<file path="config.mk">
export PLATFORM = sky130hd
export DESIGN_NAME = mesh_flood_forward_filter_unit
export DESIGN_NICKNAME = d
export VERILOG_FILES = /design/src/rtl/mff_pkg.sv /design/src/rtl/mesh_flood_forward_filter_unit.sv
export SDC_FILE = /design/constraint.sdc
export NUM_CORES = 1
export LEC_CHECK = 0
export ABC_AREA = 0
export BUFFER_PORTS_ARGS = -buffer_cell sky130_fd_sc_hd__buf_2
export CAP_MARGIN = 20
export CORE_ASPECT_RATIO = 1.5
export CORE_MARGIN = 4
export CORE_UTILIZATION = 42
export CTS_BUF_LIST = sky130_fd_sc_hd__clkbuf_4
export DETAILED_ROUTE_END_ITERATION = 10
export PLACE_DENSITY = 0.66
export SYNTH_ARGS = -nofsm -noshare
export SYNTH_HDL_FRONTEND = slang
export SYNTH_SLANG_ARGS = --single-unit
</file>
<file path="constraint.sdc">
create_clock -name aclk -period 4.1 [get_ports aclk]
set_input_delay 0.41 -clock aclk [delete_from_list [all_inputs] [get_ports aclk]]
set_output_delay 0.41 -clock aclk [all_outputs]
set_load 0.05 [all_outputs]
</file>
<file path="src/rtl/mff_pkg.sv">
// ----------------------------------------------------------------------------
// mff_pkg
// Shared types, codes and loop-threshold tables for the flood forward filter.
// ----------------------------------------------------------------------------
package mff_pkg;

    localparam int MAX_HOPS     = 63;
    localparam int HASH_LEN_MAX = 3;

    localparam int CFG_INDEX_W = 3;
    localparam int CFG_DATA_W  = 24;

    typedef enum logic [CFG_INDEX_W-1:0] {
        CFG_NODE_ROLE        = 3'd0,
        CFG_FORWARD_DISABLED = 3'd1,
        CFG_FLOOD_HOP_LIMIT  = 3'd2,
        CFG_LOOP_MODE        = 3'd3,
        CFG_CLIENT_REPEAT_ON = 3'd4,
        CFG_SELF_HASH_PREFIX = 3'd5
    } cfg_index_t;

    typedef enum logic [1:0] {
        ROLE_REPEATER = 2'd0,
        ROLE_CHAT     = 2'd1,
        ROLE_OTHER    = 2'd2
    } role_t;

    typedef enum logic [1:0] {
        LOOP_OFF      = 2'd0,
        LOOP_MINIMAL  = 2'd1,
        LOOP_MODERATE = 2'd2,
        LOOP_STRICT   = 2'd3
    } loop_mode_t;

    typedef enum logic [2:0] {
        REASON_FORWARD  = 3'd0,
        REASON_ROLE     = 3'd1,
        REASON_DISABLED = 3'd2,
        REASON_HOP_LIMIT = 3'd3,
        REASON_LOOP     = 3'd4
    } reason_t;

    typedef struct packed {
        logic    allow_forward;
        logic    loop_found;
        reason_t decision_reason;
    } result_t;

    localparam logic [2:0] THR_MINIMAL  [4] = '{3'd0, 3'd4, 3'd2, 3'd1};
    localparam logic [2:0] THR_MODERATE [4] = '{3'd0, 3'd2, 3'd1, 3'd1};
    localparam logic [2:0] THR_STRICT   [4] = '{3'd0, 3'd1, 3'd1, 3'd1};

    // Self-match count needed to call a loop, by mode and hash length
    function automatic logic [2:0] loop_threshold(input logic [1:0] mode,
                                                  input logic [1:0] hash_len);
        logic [2:0] thr;
        thr = 3'd0;
        case (loop_mode_t'(mode))
            LOOP_MINIMAL:  thr = THR_MINIMAL[hash_len];
            LOOP_MODERATE: thr = THR_MODERATE[hash_len];
            LOOP_STRICT:   thr = THR_STRICT[hash_len];
            default:       thr = 3'd0;
        endcase
        return thr;
    endfunction

endpackage

</file>
<file path="src/rtl/mesh_flood_forward_filter_unit.sv">
// A last_item decision is registered in out_reg, or in skid_reg if out_reg stays full.
// One input transaction per cycle while s_ready is high; path entries match on arrival.
// A two-deep result buffer (output register plus skid) sets when s_ready drops:
// only while the skid holds a result, i.e. after two results wait unread.
// Reset: synchronous, active low; clears packet state, config registers and the result
// buffer valid flags to their defaults (result data is not reset). No clearing pass.
// ----------------------------------------------------------------------------
// mesh_flood_forward_filter_unit
// Streams a packet header and its path entries, counts own-prefix matches and
// issues the forward/drop decision on the packet's last item.
// ----------------------------------------------------------------------------
module mesh_flood_forward_filter_unit (
    input  logic                              aclk,
    input  logic                              aresetn,

    input  logic                              cfg_valid,
    output logic                              cfg_ready,
    input  logic [mff_pkg::CFG_INDEX_W-1:0]   cfg_index,
    input  logic [mff_pkg::CFG_DATA_W-1:0]    cfg_data,

    input  logic                              s_valid,
    output logic                              s_ready,
    input  logic                              s_first_item,
    input  logic                              s_last_item,
    input  logic                              s_flood_route,
    input  logic [2:0]                        s_path_stride,
    input  logic                              s_snr_present,
    input  logic [5:0]                        s_hop_count,
    input  logic                              s_entry_valid,
    input  logic [23:0]                       s_path_entry,

    output logic                              m_valid,
    input  logic                              m_ready,
    output logic                              m_allow_forward,
    output logic                              m_loop_found,
    output logic [2:0]                        m_decision_reason
);

    // configuration
    logic [1:0]  node_role_reg;
    logic        forward_disabled_reg;
    logic [7:0]  flood_hop_limit_reg;
    logic [1:0]  loop_mode_reg;
    logic        client_repeat_on_reg;
    logic [23:0] self_hash_prefix_reg;

    // packet state
    logic [5:0]  match_count_reg,  match_count_next;
    logic [5:0]  entries_seen_reg, entries_seen_next;
    logic        latched_flood_reg,    latched_flood_next;
    logic [1:0]  latched_hash_len_reg, latched_hash_len_next;
    logic        latched_size_ok_reg,  latched_size_ok_next;
    logic [5:0]  latched_hops_reg,     latched_hops_next;

    // result buffer
    logic               out_valid_reg, out_valid_next;
    logic               skid_valid_reg, skid_valid_next;
    mff_pkg::result_t   out_reg, out_next;
    mff_pkg::result_t   skid_reg, skid_next;
    mff_pkg::result_t   result;

    logic        in_accept, push, pop;
    logic        hdr_ok;
    logic [1:0]  hdr_len;
    logic [5:0]  mc_cur, es_cur;
    logic        take_entry, prefix_hit;
    logic [23:0] len_mask;
    logic [2:0]  thr;

    assign cfg_ready = 1'b1;
    assign s_ready   = !skid_valid_reg;
    assign in_accept = s_valid && s_ready;
    assign push      = in_accept && s_last_item;
    assign pop       = out_valid_reg && m_ready;

    assign m_valid           = out_valid_reg;
    assign m_allow_forward   = out_reg.allow_forward;
    assign m_loop_found      = out_reg.loop_found;
    assign m_decision_reason = out_reg.decision_reason;

    // header decode and entry match
    always_comb begin
        hdr_ok  = (s_path_stride >= 3'd1) && (s_path_stride <= 3'(mff_pkg::HASH_LEN_MAX));
        hdr_len = s_path_stride[1:0];
        if (s_snr_present) begin
            if (s_path_stride < 3'd2) begin
                hdr_ok = 1'b0;
            end else begin
                hdr_len = 2'(s_path_stride - 3'd1);
            end
        end
        if (!hdr_ok) begin
            hdr_len = 2'd0;
        end

        if (s_first_item) begin
            latched_flood_next    = s_flood_route;
            latched_hash_len_next = hdr_len;
            latched_size_ok_next  = hdr_ok;
            latched_hops_next     = ({2'b00, s_hop_count} > 8'(mff_pkg::MAX_HOPS)) ?
                                    6'(mff_pkg::MAX_HOPS) : s_hop_count;
            mc_cur = 6'd0;
            es_cur = 6'd0;
        end else begin
            latched_flood_next    = latched_flood_reg;
            latched_hash_len_next = latched_hash_len_reg;
            latched_size_ok_next  = latched_size_ok_reg;
            latched_hops_next     = latched_hops_reg;
            mc_cur = match_count_reg;
            es_cur = entries_seen_reg;
        end

        case (latched_hash_len_next)
            2'd1:    len_mask = 24'h0000FF;
            2'd2:    len_mask = 24'h00FFFF;
            2'd3:    len_mask = 24'hFFFFFF;
            default: len_mask = 24'h000000;
        endcase
        prefix_hit = ((s_path_entry ^ self_hash_prefix_reg) & len_mask) == 24'h0;

        take_entry        = s_entry_valid && (es_cur < latched_hops_next);
        entries_seen_next = take_entry ? es_cur + 6'd1 : es_cur;
        match_count_next  = (take_entry && latched_size_ok_next && prefix_hit &&
                             (mc_cur != 6'd63)) ? mc_cur + 6'd1 : mc_cur;
    end

    // decision
    always_comb begin
        thr = mff_pkg::loop_threshold(loop_mode_reg, latched_hash_len_next);
        result.allow_forward   = 1'b0;
        result.loop_found      = 1'b0;
        result.decision_reason = mff_pkg::REASON_ROLE;
        if (node_role_reg == mff_pkg::ROLE_REPEATER) begin
            if (forward_disabled_reg) begin
                result.decision_reason = mff_pkg::REASON_DISABLED;
            end else if (latched_flood_next &&
                         ({2'b00, latched_hops_next} >= flood_hop_limit_reg)) begin
                result.decision_reason = mff_pkg::REASON_HOP_LIMIT;
            end else if (latched_flood_next && (loop_mode_reg != mff_pkg::LOOP_OFF) &&
                         latched_size_ok_next && (match_count_next >= {3'b000, thr})) begin
                result.loop_found      = 1'b1;
                result.decision_reason = mff_pkg::REASON_LOOP;
            end else begin
                result.allow_forward   = 1'b1;
                result.decision_reason = mff_pkg::REASON_FORWARD;
            end
        end else if (client_repeat_on_reg && (node_role_reg == mff_pkg::ROLE_CHAT)) begin
            result.allow_forward   = 1'b1;
            result.decision_reason = mff_pkg::REASON_FORWARD;
        end
    end

    // result buffer steering
    always_comb begin
        out_valid_next  = out_valid_reg;
        skid_valid_next = skid_valid_reg;
        out_next        = out_reg;
        skid_next       = skid_reg;
        if (skid_valid_reg) begin
            if (pop) begin
                out_next        = skid_reg;
                skid_valid_next = 1'b0;
            end
        end else if (push) begin
            if (!out_valid_reg || pop) begin
                out_next       = result;
                out_valid_next = 1'b1;
            end else begin
                skid_next       = result;
                skid_valid_next = 1'b1;
            end
        end else if (pop) begin
            out_valid_next = 1'b0;
        end
    end

    always_ff @(posedge aclk) begin
        if (!aresetn) begin
            node_role_reg        <= mff_pkg::ROLE_OTHER;
            forward_disabled_reg <= 1'b0;
            flood_hop_limit_reg  <= 8'd64;
            loop_mode_reg        <= mff_pkg::LOOP_OFF;
            client_repeat_on_reg <= 1'b0;
            self_hash_prefix_reg <= 24'h0;
            match_count_reg      <= 6'd0;
            entries_seen_reg     <= 6'd0;
            latched_flood_reg    <= 1'b0;
            latched_hash_len_reg <= 2'd0;
            latched_size_ok_reg  <= 1'b0;
            latched_hops_reg     <= 6'd0;
            out_valid_reg        <= 1'b0;
            skid_valid_reg       <= 1'b0;
        end else begin
            if (cfg_valid && cfg_ready) begin
                case (mff_pkg::cfg_index_t'(cfg_index))
                    mff_pkg::CFG_NODE_ROLE:        node_role_reg        <= cfg_data[1:0];
                    mff_pkg::CFG_FORWARD_DISABLED: forward_disabled_reg <= cfg_data[0];
                    mff_pkg::CFG_FLOOD_HOP_LIMIT:  flood_hop_limit_reg  <= cfg_data[7:0];
                    mff_pkg::CFG_LOOP_MODE:        loop_mode_reg        <= cfg_data[1:0];
                    mff_pkg::CFG_CLIENT_REPEAT_ON: client_repeat_on_reg <= cfg_data[0];
                    mff_pkg::CFG_SELF_HASH_PREFIX: self_hash_prefix_reg <= cfg_data;
                    default: ;
                endcase
            end
            if (in_accept) begin
                match_count_reg      <= match_count_next;
                entries_seen_reg     <= entries_seen_next;
                latched_flood_reg    <= latched_flood_next;
                latched_hash_len_reg <= latched_hash_len_next;
                latched_size_ok_reg  <= latched_size_ok_next;
                latched_hops_reg     <= latched_hops_next;
            end
            out_valid_reg  <= out_valid_next;
            skid_valid_reg <= skid_valid_next;
        end
    end

    always_ff @(posedge aclk) begin
        out_reg  <= out_next;
        skid_reg <= skid_next;
    end

`ifndef SYNTH
    a_skid_behind_out: assert property (@(posedge aclk) disable iff (!aresetn)
        skid_valid_reg |-> out_valid_reg)
        else $error("skid holds a result while output register is empty");

    a_entries_bounded: assert property (@(posedge aclk) disable iff (!aresetn)
        entries_seen_reg <= latched_hops_reg)
        else $error("entries taken exceed latched hop count");

    a_matches_bounded: assert property (@(posedge aclk) disable iff (!aresetn)
        match_count_reg <= entries_seen_reg)
        else $error("match count exceeds entries taken");

    a_loop_drops: assert property (@(posedge aclk) disable iff (!aresetn)
        out_valid_reg && out_reg.loop_found |->
            !out_reg.allow_forward && (out_reg.decision_reason == mff_pkg::REASON_LOOP))
        else $error("loop result not reported as a loop drop");

    a_allow_reason: assert property (@(posedge aclk) disable iff (!aresetn)
        out_valid_reg |->
            (out_reg.allow_forward == (out_reg.decision_reason == mff_pkg::REASON_FORWARD)))
        else $error("allow flag and reason disagree");
`endif

endmodule
</file>
==> flow_summary.json <==
{
  "setup_slack_ps": 529,
  "synth_fa_ha_area_share_pct": 5.77,
  "synthToLayoutAreaGrowth_pct": 15.3,
  "wirelength_microns": 9040,
  "dieWidth_microns": 88.5,
  "fin_skew_ps": 11.2,
  "setup_violations": 0,
  "rsz0062_at_grt": "no",
  "grt_usage_pct": 16.3,
  "rows": 43,
  "cp_data_arrival_time_ps": 3740,
  "port_buffers": 76,
  "firstDrtPassIters": 7,
  "p_leak_nw": 1.85,
  "r2r-end": "m_loop_found",
  "min_to": "flood_hop_limit_reg[6]",
  "cap_violations": 0,
  "synth-async-reset-ratio_pct": 0,
  "internal_power_w": 0.00105,
  "synthSimpleGateAreaFrac_pct": 23.5,
  "synth_compound_area_share_pct": 19.4,
  "synth_top_family_by_area": "simple AND/OR/NAND/NOR gates",
  "dpl.cell_count": 652,
  "pwr-share-clk_pct": 35.6,
  "syn_area_per_cell_sq_um": 8.48,
  "power_density_nw_per_um2": 304,
  "yosys.area.top_type": "dfxtp_1",
  "seq_area_frac_synth_pct": 36.3,
  "reg2reg_slack_ps": 530,
  "synth_nets": 569,
  "setup.worst_path.end_class": "flop",
  "ant_nets": 0,
  "grt_remaining_overflow": 0,
  "ys_top_cells_by_area": "dfxtp_1 30%, nand2_1 11%, a21boi_0 8.3%, edfxtp_1 5.9%, ha_1 5.5%",
  "maxClockFrequency_mhz": 280,
  "synth_xor_area_share_pct": 7.05,
  "synth_area_sq_um": 4080,
  "pin_count": 78,
  "synth_edf_count": 8,
  "start_util_pct": 43.6,
  "clock_latency_ps": 420,
  "clk_pin_slew_worst_paths_ps": 120,
  "diodes": 0,
  "grt_pass1_vias": 3337,
  "hold-worst-slack_ps": 220,
  "postCtsSetupBuffers": 0,
  "vias_per_cell": 5.14,
  "instances_no_fill": 668,
  "ys.warnings.count": 0,
  "r2r-start": "entries_seen_reg[3]",
  "dp_hpwl_microns": 6980,
  "gp_congestion": 0.884,
  "grt_pass1_wl_microns": 14800,
  "grt_max_degree": 63,
  "hold_path.class": "in -> reg",
  "ir_drop_mv": 0.212,
  "ys_seq_elements": 70,
  "min_period_over_period_pct": 87.1,
  "core_sq_um": 9360,
  "pwr-share-seq_pct": 50.6,
  "n_fill_cell": 929,
  "ys_types": 60,
  "die_y_microns": 129,
  "cts_tree": "yes",
  "layout.nets": 639,
  "postCtsHoldBufs": 0,
  "switching_share_pct": 26.8,
  "hp-start": "cfg_data[6]",
  "place_ws_ps": 170,
  "cts_made_buffers": 9,
  "tightest_slew_ps": 929,
  "htreeDepth": 3,
  "setup.worst_path.class": "reg -> reg",
  "clock-root-buffer": "clkbuf_4",
  "antenna_found_initial": 0,
  "vias": 3434,
  "p_total_w": 0.00143,
  "rr_worst_depth": 13,
  "outcome": "finished, final reports clean",
  "p_switching_w": 0.000383,
  "maxSlewViolCount": 0,
  "p_comb_share_pct": 13.8,
  "dieArea_sq_um": 11400,
  "ys.flop_type": "dfxtp_1",
  "drc": 0,
  "setup_tns_ps": 0,
  "synthesis.instances": 481,
  "synth_top_area_share_pct": 30.4,
  "period_minus_slack_ps": 3570,
  "critPathRequiredTime_ps": 4270,
  "hold_viol_final": 0,
  "slew-limit-headroom_pct": 38.0,
  "cts_sinks": 70,
  "final_layout_size_suffix_gt1_share_pct": 20.5,
  "largest_register_ffs": 24,
  "cp_max_fo": 4,
  "whs_path_depth": 3,
  "ctsResizeCount": 0,
  "start_kind": "flop",
  "drtIter0Drc": 122,
  "clockBufferDepth": 2,
  "routedWlPerCell_microns": 13.5,
  "muxShareOfSynthArea_pct": 3.80
}
[kinds of logic (layout without fill, tap and decap cells)]
kind of cell | count (synthesis) | count (layout)
AOI/OAI and AO/OA | 98 | 98
xor gates and xnor gates | 32 | 32
adders and majority gates | 19 | 19
buffers and inverters | 40 | 115
DFF | 70 | 70
muxes | 15 | 15
other | 1 | 1
and+or+nand+nor | 206 | 206
[synthesized netlist by cell type, types with 4 or more instances]
| master | number |
|---|---|
| a21o_1 | 4 |
| edfxtp_1 | 8 |
| dfxtp_1 | 62 |
| and2_1 | 6 |
| xor2_1 | 11 |
| clkbuf_1 | 17 |
| nand4_1 | 6 |
| ha_1 | 18 |
| nand2b_1 | 4 |
| a21boi_0 | 45 |
| nand3_1 | 10 |
| inv_1 | 18 |
| mux2i_1 | 11 |
| nor3_1 | 6 |
| o21ai_0 | 12 |
| nor2_1 | 16 |
| a21oi_1 | 7 |
| xnor2_1 | 20 |
| nor2b_1 | 25 |
| nand2_1 | 116 |
[worst max path at each step]
stage                              startpoint            to  slack [ps]  cells past startpoint
after floorplan                  s_first_item  m_loop_found         110                     16
after global placement           s_first_item  m_loop_found         300                     14
after detailed placement         s_first_item  m_loop_found         170                     14
after CTS                 entries_seen_reg[3]  m_loop_found         520                     13
after global routing      entries_seen_reg[3]  m_loop_found         360                     13
final                     entries_seen_reg[3]  m_loop_found         530                     13
[metrics by stage]
| step | util [%] | instance area [sq um] |
|---|---|---|
| finish | 50.3 | 4700 |
| global route | 50.3 | 4700 |
| CTS | 50.3 | 4700 |
| detailed placement | 48.5 | 4540 |
| global placement | 48.5 | 4540 |
| floorplan | - | 4090 |
[metal layers]
metal	global-route usage [%]	routed length, microns	part of all wire, %	vias to the layer above
met1	18.9	3720	41	1556
met3	4.36	577	6.4	8
li1	-	-	-	1774
met5	0	0	0	-
met2	27.7	4630	51	96
met4	7.56	109	1.2	0
[cells in the final DEF (no fill, tap or decap), drive strengths merged, types with 3 or more instances in the layout]
master,synthesis,final
nand2,116,116
buf,3,79
dfxtp,62,62
a21boi,45,45
nor2b,25,25
xnor2,20,20
inv,19,19
ha,18,18
nor2,16,16
o21ai,12,12
xor2,12,12
mux2i,11,11
nand3,10,10
clkbuf,17,9
edfxtp,8,8
a21oi,8,8
nand4,6,6
and2,6,6
nor3,6,6
clkinv,1,5
nand2b,4,4
a21o,4,4
mux2,4,4
a211oi,4,4
a22oi,3,3
nor4b,3,3
o22ai,3,3
nor3b,3,3
o211ai,3,3
[final cells by class]
| class | instances | area [sq um] | area share, % |
|---|---|---|---|
| Inverter | 20 | 75.1 | 1.60 |
| Tap cell | 112 | 140 | 2.98 |
| Multi-Input combinational cell | 371 | 2440 | 51.8 |
| Clock inverter | 7 | 98.8 | 2.10 |
| Clock buffer | 9 | 67.6 | 1.44 |
| Sequential cell | 70 | 1480 | 31.5 |
| Timing Repair Buffer | 79 | 403 | 8.56 |
[worst max-delay path: stages, from the launching register on]
cell and delay, ps:
dfxtp_1 360, nor2b_1 230, ha_1 280, a211o_1 260, a31oi_1 170, o2111a_2 270, o211ai_4 120, a21oi_4 170
mux2_1 360, ha_1 300, a21o_1 160, a21o_1 190, o31ai_2 320, o41ai_2 120
[power by group through the flow]
| stage | logic [W] | clock network [W] | registers, W |
|---|---|---|---|
| 6_report | 0.000198 | 0.000508 | 0.000722 |
| 3_3_place_gp | 0.000193 | 0 | 0.000737 |
| 3_5_place_dp | 0.000199 | 0 | 0.000738 |
| 5_1_grt | 0.000221 | 0.000550 | 0.000724 |
| 4_1_cts | 0.000200 | 0.000523 | 0.000722 |
| 2_1_floorplan | 0.000123 | 0 | 0.000741 |
Note: power is estimated with default switching activity, not from simulation.
